$ cat src/hw/rtl/csh_pkg.sv
// shared constants, codes and controller/datapath interface types
// for the contrast stretch histogram block; no dependencies
package csh_pkg;

  // sizes
  localparam int unsigned LEVELS       = 256;
  localparam int unsigned COUNT_BITS   = 20;
  localparam int unsigned ADDR_BITS    = $clog2(LEVELS);
  localparam int unsigned PIX_BITS     = 8;
  localparam int unsigned SPAN_BITS    = 9;
  localparam int unsigned PROD_BITS    = PIX_BITS + SPAN_BITS;
  localparam int unsigned OUT_CNT_BITS = 20;
  localparam int unsigned DIV_STEPS    = PIX_BITS;
  localparam int unsigned DIV_CNT_BITS = $clog2(DIV_STEPS);

  // fixed values
  localparam logic [SPAN_BITS-1:0] SPAN_RESET = 9'd256;
  localparam logic [PIX_BITS-1:0]  TOP_LEVEL  = 8'd255;

  // request codes
  typedef enum logic [1:0] {
    FUNC_STAT = 2'd0,
    FUNC_MAP  = 2'd1,
    FUNC_READ = 2'd2,
    FUNC_NONE = 2'd3
  } func_e;

  // controller states
  typedef enum logic [3:0] {
    ST_IDLE,
    ST_STAT,
    ST_MUL,
    ST_CHK,
    ST_DIV,
    ST_HRD,
    ST_HWR,
    ST_RRD,
    ST_ACC,
    ST_DONE
  } state_e;

  // controller to datapath
  typedef struct packed {
    logic capture;
    logic stat;
    logic mul;
    logic chk;
    logic div_step;
    logic h_read;
    logic h_write;
    logic r_read;
    logic r_acc;
    logic load_out;
  } cmd_t;

  // datapath to controller
  typedef struct packed {
    logic skip_div;
    logic div_done;
  } sts_t;

endpackage

$ cat src/hw/rtl/csh_ctrl.sv
// controller state machine and output word handshake
// depends on csh_pkg
module csh_ctrl (
  input  logic          clk_i,
  input  logic          rst_ni,
  input  logic          in_valid_i,
  output logic          in_stall_o,
  input  logic [1:0]    func_i,
  output logic          out_valid_o,
  input  logic          out_stall_i,
  input  csh_pkg::sts_t sts_i,
  output csh_pkg::cmd_t cmd_o
);

  csh_pkg::state_e state_q, state_d;
  logic            out_valid_q, out_valid_d;

  // state and output valid registers
  always_ff @(posedge clk_i or negedge rst_ni) begin
    if (!rst_ni) begin
      state_q     <= csh_pkg::ST_IDLE;
      out_valid_q <= 1'b0;
    end else begin
      state_q     <= state_d;
      out_valid_q <= out_valid_d;
    end
  end

  // next state and commands
  always_comb begin
    state_d = state_q;
    cmd_o   = '0;
    unique case (state_q)
      csh_pkg::ST_IDLE: begin
        if (in_valid_i) begin
          cmd_o.capture = 1'b1;
          unique case (csh_pkg::func_e'(func_i))
            csh_pkg::FUNC_STAT: state_d = csh_pkg::ST_STAT;
            csh_pkg::FUNC_MAP:  state_d = csh_pkg::ST_MUL;
            csh_pkg::FUNC_READ: state_d = csh_pkg::ST_RRD;
            csh_pkg::FUNC_NONE: state_d = csh_pkg::ST_DONE;
            default:            state_d = csh_pkg::ST_DONE;
          endcase
        end
      end
      csh_pkg::ST_STAT: begin
        cmd_o.stat = 1'b1;
        state_d    = csh_pkg::ST_DONE;
      end
      csh_pkg::ST_MUL: begin
        cmd_o.mul = 1'b1;
        state_d   = csh_pkg::ST_CHK;
      end
      csh_pkg::ST_CHK: begin
        cmd_o.chk = 1'b1;
        state_d   = sts_i.skip_div ? csh_pkg::ST_HRD : csh_pkg::ST_DIV;
      end
      csh_pkg::ST_DIV: begin
        cmd_o.div_step = 1'b1;
        if (sts_i.div_done) begin
          state_d = csh_pkg::ST_HRD;
        end
      end
      csh_pkg::ST_HRD: begin
        cmd_o.h_read = 1'b1;
        state_d      = csh_pkg::ST_HWR;
      end
      csh_pkg::ST_HWR: begin
        cmd_o.h_write = 1'b1;
        state_d       = csh_pkg::ST_DONE;
      end
      csh_pkg::ST_RRD: begin
        cmd_o.r_read = 1'b1;
        state_d      = csh_pkg::ST_ACC;
      end
      csh_pkg::ST_ACC: begin
        cmd_o.r_acc = 1'b1;
        state_d     = csh_pkg::ST_DONE;
      end
      csh_pkg::ST_DONE: begin
        // hand the word over once the output register is free
        if (!out_valid_q || !out_stall_i) begin
          cmd_o.load_out = 1'b1;
          state_d        = csh_pkg::ST_IDLE;
        end
      end
      default: state_d = csh_pkg::ST_IDLE;
    endcase
  end

  // output register occupancy
  always_comb begin
    out_valid_d = out_valid_q;
    if (cmd_o.load_out) begin
      out_valid_d = 1'b1;
    end else if (!out_stall_i) begin
      out_valid_d = 1'b0;
    end
  end

  assign in_stall_o  = (state_q != csh_pkg::ST_IDLE);
  assign out_valid_o = out_valid_q;

endmodule

$ cat config.mk
export PLATFORM = sky130hd
export DESIGN_NAME = csh_ctrl
export DESIGN_NICKNAME = d
export VERILOG_FILES = /design/src/hw/rtl/csh_pkg.sv /design/src/hw/rtl/csh_ctrl.sv
export SDC_FILE = /design/constraint.sdc
export NUM_CORES = 1
export LEC_CHECK = 0
export BUFFER_PORTS_ARGS = -buffer_cell sky130_fd_sc_hd__buf_2
export CAP_MARGIN = 20
export CORE_AREA = 2 2 39 41
export DETAILED_ROUTE_END_ITERATION = 7
export DIE_AREA = 0 0 41 43
export HOLD_SLACK_MARGIN = 0.02
export PLACE_DENSITY = 0.67
export SLEW_MARGIN = 15
export SYNTH_ARGS = -nofsm -noshare
export SYNTH_HDL_FRONTEND = slang
export SYNTH_SLANG_ARGS = --single-unit
$ cat constraint.sdc
create_clock -name clk_i -period 1.5 [get_ports clk_i]
set_clock_uncertainty 0.05 [all_clocks]
set_input_delay 0.075 -clock clk_i [delete_from_list [all_inputs] [get_ports clk_i]]
set_output_delay 0.075 -clock clk_i [all_outputs]
set_load 0.1 [all_outputs]
==> results of run 1 <==
-- cell usage after synthesis --
| cell type | n |
|---|---|
| nor2_1 | 8 |
| buf_4 | 2 |
| a2bb2oi_1 | 1 |
| o21bai_1 | 1 |
| inv_1 | 3 |
| ha_1 | 3 |
| nand4bb_1 | 1 |
| nand3_1 | 1 |
| nand2b_1 | 2 |
| buf_2 | 2 |
| and3_1 | 2 |
| nand3b_1 | 2 |
| o31ai_1 | 1 |
| nand2_1 | 5 |
| a211oi_2 | 1 |
| buf_6 | 1 |
| nor3b_2 | 1 |
| o32ai_2 | 1 |
| maj3_1 | 1 |
| a21o_1 | 3 |
| dfrtp_1 | 5 |
| a31o_1 | 1 |
| or2b_1 | 1 |
| o21ai_0 | 1 |
| nor3_1 | 4 |
| nor2b_1 | 1 |
| a21oi_1 | 2 |
| a31oi_1 | 1 |
-- state kept, by name, summed over array words and instances (netlist names) --
| name | count |
|---|---|
| out_valid_o | 1 |
| state_q | 4 |
-- placed cells by master (no fill, tap or decap), drive strengths merged, types with 2 or more instances in the layout --
master / count
buf: 36
nor2: 8
nand2: 5
dfrtp: 5
nor3: 4
clkbuf: 4
inv: 3
a21o: 3
ha: 3
and3: 2
nand3b: 2
nand2b: 2
a21oi: 2
-- critical path, delay by kind of cell (launching register included) --
family	cells	cell delay, ns
flops	1	0.48
buf+inv	3	0.51
simple gates	1	0.12
-- repair_timing --
item                       CTS  global route
hold buffers                 1             0
hold endpoints to repair     5             0
gates resized for setup      8             7
buffers inserted             5             6
pin swaps                    1             0
setup endpoints to repair   10             7
-- worst paths after layout --
path / startpoint / endpoint / slack, ns / cells past startpoint
setup reg to reg: state_q[0] / state_q[3] / 0.04 / 5
hold / removal: out_stall_i / out_valid_o / 0.07 / 3
setup / recovery: state_q[0] / cmd_o[3] / 0.01 / 4
hold reg to reg: out_valid_o / out_valid_o / 0.54 / 2
min in group asynchronous: rst_ni / out_valid_o / 0.13 / 2
max in group asynchronous: rst_ni / state_q[2] / 1.12 / 2
-- through the flow --
stage	TNS, ns	utilization (%)	setup slack, ns	hold slack, ns
after floorplan	-0.446	-	-0.273	-0.271
after global placement	0	60.4	0.124	-0.159
after detailed placement	0	60.4	0.136	-0.159
after CTS	-0.0428	67.3	-0.0157	0.0408
after global routing	-0.154	72.0	-0.0275	0.0948
final	0	72.0	0.0117	0.0745
-- final cells by class --
class                      count  area (µm²)  area share, %
tap                           16        20.0           2.01
inverter                       3        11.3           1.13
timing repair buffer          37         394           39.6
multi-input combinational     45         414           41.6
clock buffer                   4        26.3           2.64
sequential                     5         130           13.1
-- layer usage --
layer | vias to the layer above | share of wire, % | wire, µm | GRT usage (%)
li1 | 274 | - | - | -
met1 | 271 | 44 | 577 | 21.8
met2 | 22 | 50 | 660 | 23.1
met3 | 0 | 6.6 | 87 | 7.85
met4 | 0 | 0 | 0 | 5.33
met5 | - | 0 | 0 | 0
-- cells by family (layout without fill, tap and decap cells) --
kind of cell,Yosys count,count (layout),share of synthesized area [%]
buffers and inverters,8,44,9.97
adder cells (fa/ha/maj),4,4,9.97
flip-flops,5,5,26.2
AND/OR/NAND/NOR,28,28,31.8
AO/OA/AOI/OAI,13,13,22.0
==> impl_metrics.py, run 1 <==
metrics = {
    "routing": {
        "num_vias": 567,
        "antenna_left": 0,
        "via_per_inst": 5.15,
        "drt_iter0_drc": 9,
        "drt-total-wl_mm": 1.32,
        "drc_errors": 0,
        "dr.pass1.iters": 4,
        "wl_per_cell_um": 12.0,
    },
    "timing": {
        "setup_viol": 0,
        "slew_headroom_pct": 68.0,
        "rsz0062_at_grt": "yes",
        "slew_viol_final": 0,
        "tightestPinTransition_ns": 0.484,
        "fin_crit_ns": 1.49,
        "finalCritPeriodShare_pct": 99.2,
        "finalHoldViolCount": 0,
        "fmax_ghz": 0.672,
    },
    "synthesis": {
        "yosysSeqAreaShare_pct": 26.2,
        "synth_area_leader_cell": "dfrtp_1",
        "synth_area_leaders": "dfrtp_1, ha_1, nor2_1",
        "syn_nets": 69,
        "yosys.cell_types.count": 28,
        "syn_area_um2": 477,
        "syn-instance-count": 58,
        "synth.avg_cell_area_um2": 8.22,
        "netlist.area_leader.share_pct": 26.2,
        "ys_seq_elements": 5,
        "yosys_warnings": 0,
    },
    "clocking": {
        "clock_latency_ns": 0.24,
        "cts_inserted_buffers": 3,
        "cts_root_buffer": "clkbuf_4",
        "clk_pin_slew_ns": 0.04,
        "cts_sinks": 5,
        "cts_tree": "done",
        "htree_levels": 1,
        "cts_buffer_depth": 2,
    },
    "layout": {
        "finalNonFillerCells": 110,
        "fin_area_um2": 996,
        "fin_nets": 106,
        "drive_above_1_share_pct": 63.8,
        "diodes": 0,
        "synthToLayoutAreaGrowth_pct": 109,
        "fillers": 92,
    },
    "worst_setup_path": {
        "cp.arrival_ns": 1.36,
        "path_max_fanout": 6,
        "critPathKind": "reg -> out",
        "path_cells": "buf_4 > buf_4 > nor2_4 > buf_12",
        "end_kind": "output pin",
        "cp.required_ns": 1.37,
        "critPathMostFrequentCell": "buf_4",
        "crit_path_start_kind": "register",
        "slowest_delay_ns": 0.48,
        "cp_slowest_cell": "dfrtp_2",
    },
    "place": {
        "post-place-cells": 94,
        "place_hpwl_um": 865,
        "dpl-instance-area_um2": 836,
        "port_buffers": 19,
        "gp_congestion": 0.818,
    },
    "floorplanning": {
        "rows": 14,
        "start_util_pct": 34.4,
        "die_w_um": 41,
        "ioPinCount": 20,
        "dieArea_um2": 1760,
        "fp.dieH_um": 43,
        "core_area_um2": 1380,
    },
    "global_route": {
        "gr-total-overflow": 0,
        "grt_pass1_wl_mm": 1.97,
        "grt_use_total_pct": 16.5,
        "grt_antenna_before_repair": 0,
        "grt_pass1_vias": 505,
        "grt_max_degree": 12,
    },
    "hold_path": {
        "hold_path_class": "in -> reg",
    },
    "flow_run": {
        "max_cap_violations": 0,
    },
    "run_status": {
        "status": "complete, no violations",
    },
}
Power of run 1 is not shown: default switching activity piles up to over one toggle a cycle in this logic, so the estimate is an artifact.
==> run 2, diff against run 1 <==
--- a/config.mk
+++ b/config.mk
@@ -12,6 +12,7 @@
 export DIE_AREA = 0 0 41 43
 export HOLD_SLACK_MARGIN = 0.02
 export PLACE_DENSITY = 0.67
+export RECOVER_POWER = 25
 export SLEW_MARGIN = 15
 export SYNTH_ARGS = -nofsm -noshare
 export SYNTH_HDL_FRONTEND = slang
==> run 2 against run 1 <==
- worst hold slack about the same
- register-to-register slack about the same
- design area decreased by 0.13%
- sequential cell count is the same
- critical path depth unchanged
- setup slack improved by 0.0013 ns
- routed wire length fell by 0.30%
- via count is 0.35% lower
- global-route usage did not move
- largest cell class unchanged
- highest routed layer is now met4
==> impl_metrics.py, run 2 (synthesized netlist as in run 1, its figures left out) <==
metrics = {
    "run_status": {
        "status": "complete, no violations",
    },
    "floorplanning": {
        "rows": 14,
        "start_util_pct": 34.4,
        "core_area_um2": 1380,
        "die_w_um": 41,
        "dieArea_um2": 1760,
        "fp.dieH_um": 43,
        "ioPinCount": 20,
    },
    "global_route": {
        "grt_antenna_before_repair": 0,
        "grt_max_degree": 12,
        "grt_pass1_wl_mm": 1.97,
        "grt_pass1_vias": 505,
        "gr-total-overflow": 0,
        "grt_use_total_pct": 16.5,
    },
    "hold_path": {
        "hold_end": "out_valid_o",
        "hold_depth": 3,
        "min_from": "out_stall_i",
        "hold_path_class": "in -> reg",
    },
    "routing": {
        "drt-total-wl_mm": 1.32,
        "antenna_left": 0,
        "via_per_inst": 5.14,
        "wl_per_cell_um": 12.0,
        "drt_iter0_drc": 5,
        "dr.pass1.iters": 4,
        "num_vias": 565,
        "drc_errors": 0,
    },
    "timing": {
        "setup_viol": 0,
        "finalWorstSetupSlack_ns": 0.0130,
        "fmax_ghz": 0.672,
        "fin_crit_ns": 1.49,
        "finalCritPeriodShare_pct": 99.1,
        "finalHoldViolCount": 0,
        "slew_headroom_pct": 68.0,
        "slew_viol_final": 0,
        "tightestPinTransition_ns": 0.484,
        "rsz0062_at_grt": "yes",
    },
    "worst_setup_path": {
        "cp.required_ns": 1.37,
        "path_max_fanout": 6,
        "cp.arrival_ns": 1.36,
        "critPathKind": "reg -> out",
        "r2r-start": "state_q[0]",
        "reg2reg_to": "state_q[3]",
        "end_kind": "output pin",
        "crit_path_start_kind": "register",
        "r2r_cells": 5,
        "reg2reg_slack_ns": 0.04,
    },
    "clocking": {
        "clk_pin_slew_ns": 0.04,
        "cts_sinks": 5,
        "htree_levels": 1,
        "clock_latency_ns": 0.24,
        "cts_root_buffer": "clkbuf_4",
        "cts_buffer_depth": 2,
        "cts_inserted_buffers": 3,
        "cts_tree": "done",
    },
    "layout": {
        "largest_reg_flops": 4,
        "fillers": 93,
        "synthToLayoutAreaGrowth_pct": 109,
        "diodes": 0,
        "layout_common_cells": "buf_4, buf_12, buf_2",
        "fin_nets": 106,
        "drive_above_1_share_pct": 62.8,
        "layout_commonest_cell": "buf_4",
        "largest_register": "state_q",
    },
    "place": {
        "gp_congestion": 0.818,
        "place_hpwl_um": 865,
        "place_ws_ns": 0.136,
        "port_buffers": 19,
    },
    "flow_run": {
        "max_cap_violations": 0,
    },
}
## run 2: cell count changes in the layout (fill, tap and decap cells not counted)
cell	before	now
buf_2	8	7
clkbuf_1	1	2
## run 2: worst max path at each step
stage,start,end,slack (ns),depth (start not counted)
floorplan,state_q[3],cmd_o[5],-0.27,3
global placement,state_q[0],state_q[3],0.12,4
detailed placement,state_q[1],cmd_o[0],0.14,3
CTS,state_q[0],cmd_o[9],-0.02,3
global route,state_q[0],cmd_o[3],-0.03,4
finish,state_q[0],cmd_o[3],0.01,4
## run 2: repair_timing
| item | in CTS | in global routing |
|---|---|---|
| setup endpoints to repair | 10 | 7 |
| setup buffers | 5 | 6 |
| pin swaps | 1 | 0 |
| hold endpoints to repair | 5 | 0 |
| hold buffers | 1 | 0 |
| resized for setup | 8 | 7 |
| gates cloned | 0 | 0 |
## run 2: area by class of cell
type | instances | area (µm²) | area share, %
Multi-Input combinational cell | 45 | 414 | 41.6
Timing Repair Buffer | 37 | 393 | 39.5
Sequential cell | 5 | 130 | 13.1
Clock buffer | 4 | 26.3 | 2.64
Tap cell | 16 | 20.0 | 2.01
Inverter | 3 | 11.3 | 1.13
## run 2: per-layer routing
layer	up-vias	wire length, µm	global-route usage (%)
met4	0	5	5.33
met1	263	588	21.8
met3	2	88	7.85
met5	-	0	0
li1	274	-	-
met2	26	637	23.1
## run 2: worst max-delay path, cell delays in order (launching register included)
cell and delay [ns]:
dfrtp_2 0.48, buf_4 0.18, buf_4 0.15, nor2_4 0.12, buf_12 0.18
## run 2: per-stage QoR
step	instance area [µm²]	hold slack [ns]	utilization (%)	instances	setup TNS, ns
final	995	0.0744	71.9	110	0
after global routing	995	0.0948	71.9	110	-0.154
after CTS	931	0.0408	67.3	104	-0.0428
after detailed placement	836	-0.159	60.4	94	0
after global placement	836	-0.159	60.4	94	0
after floorplan	553	-0.271	-	58	-0.446
Power of run 2 is left out for the same reason.
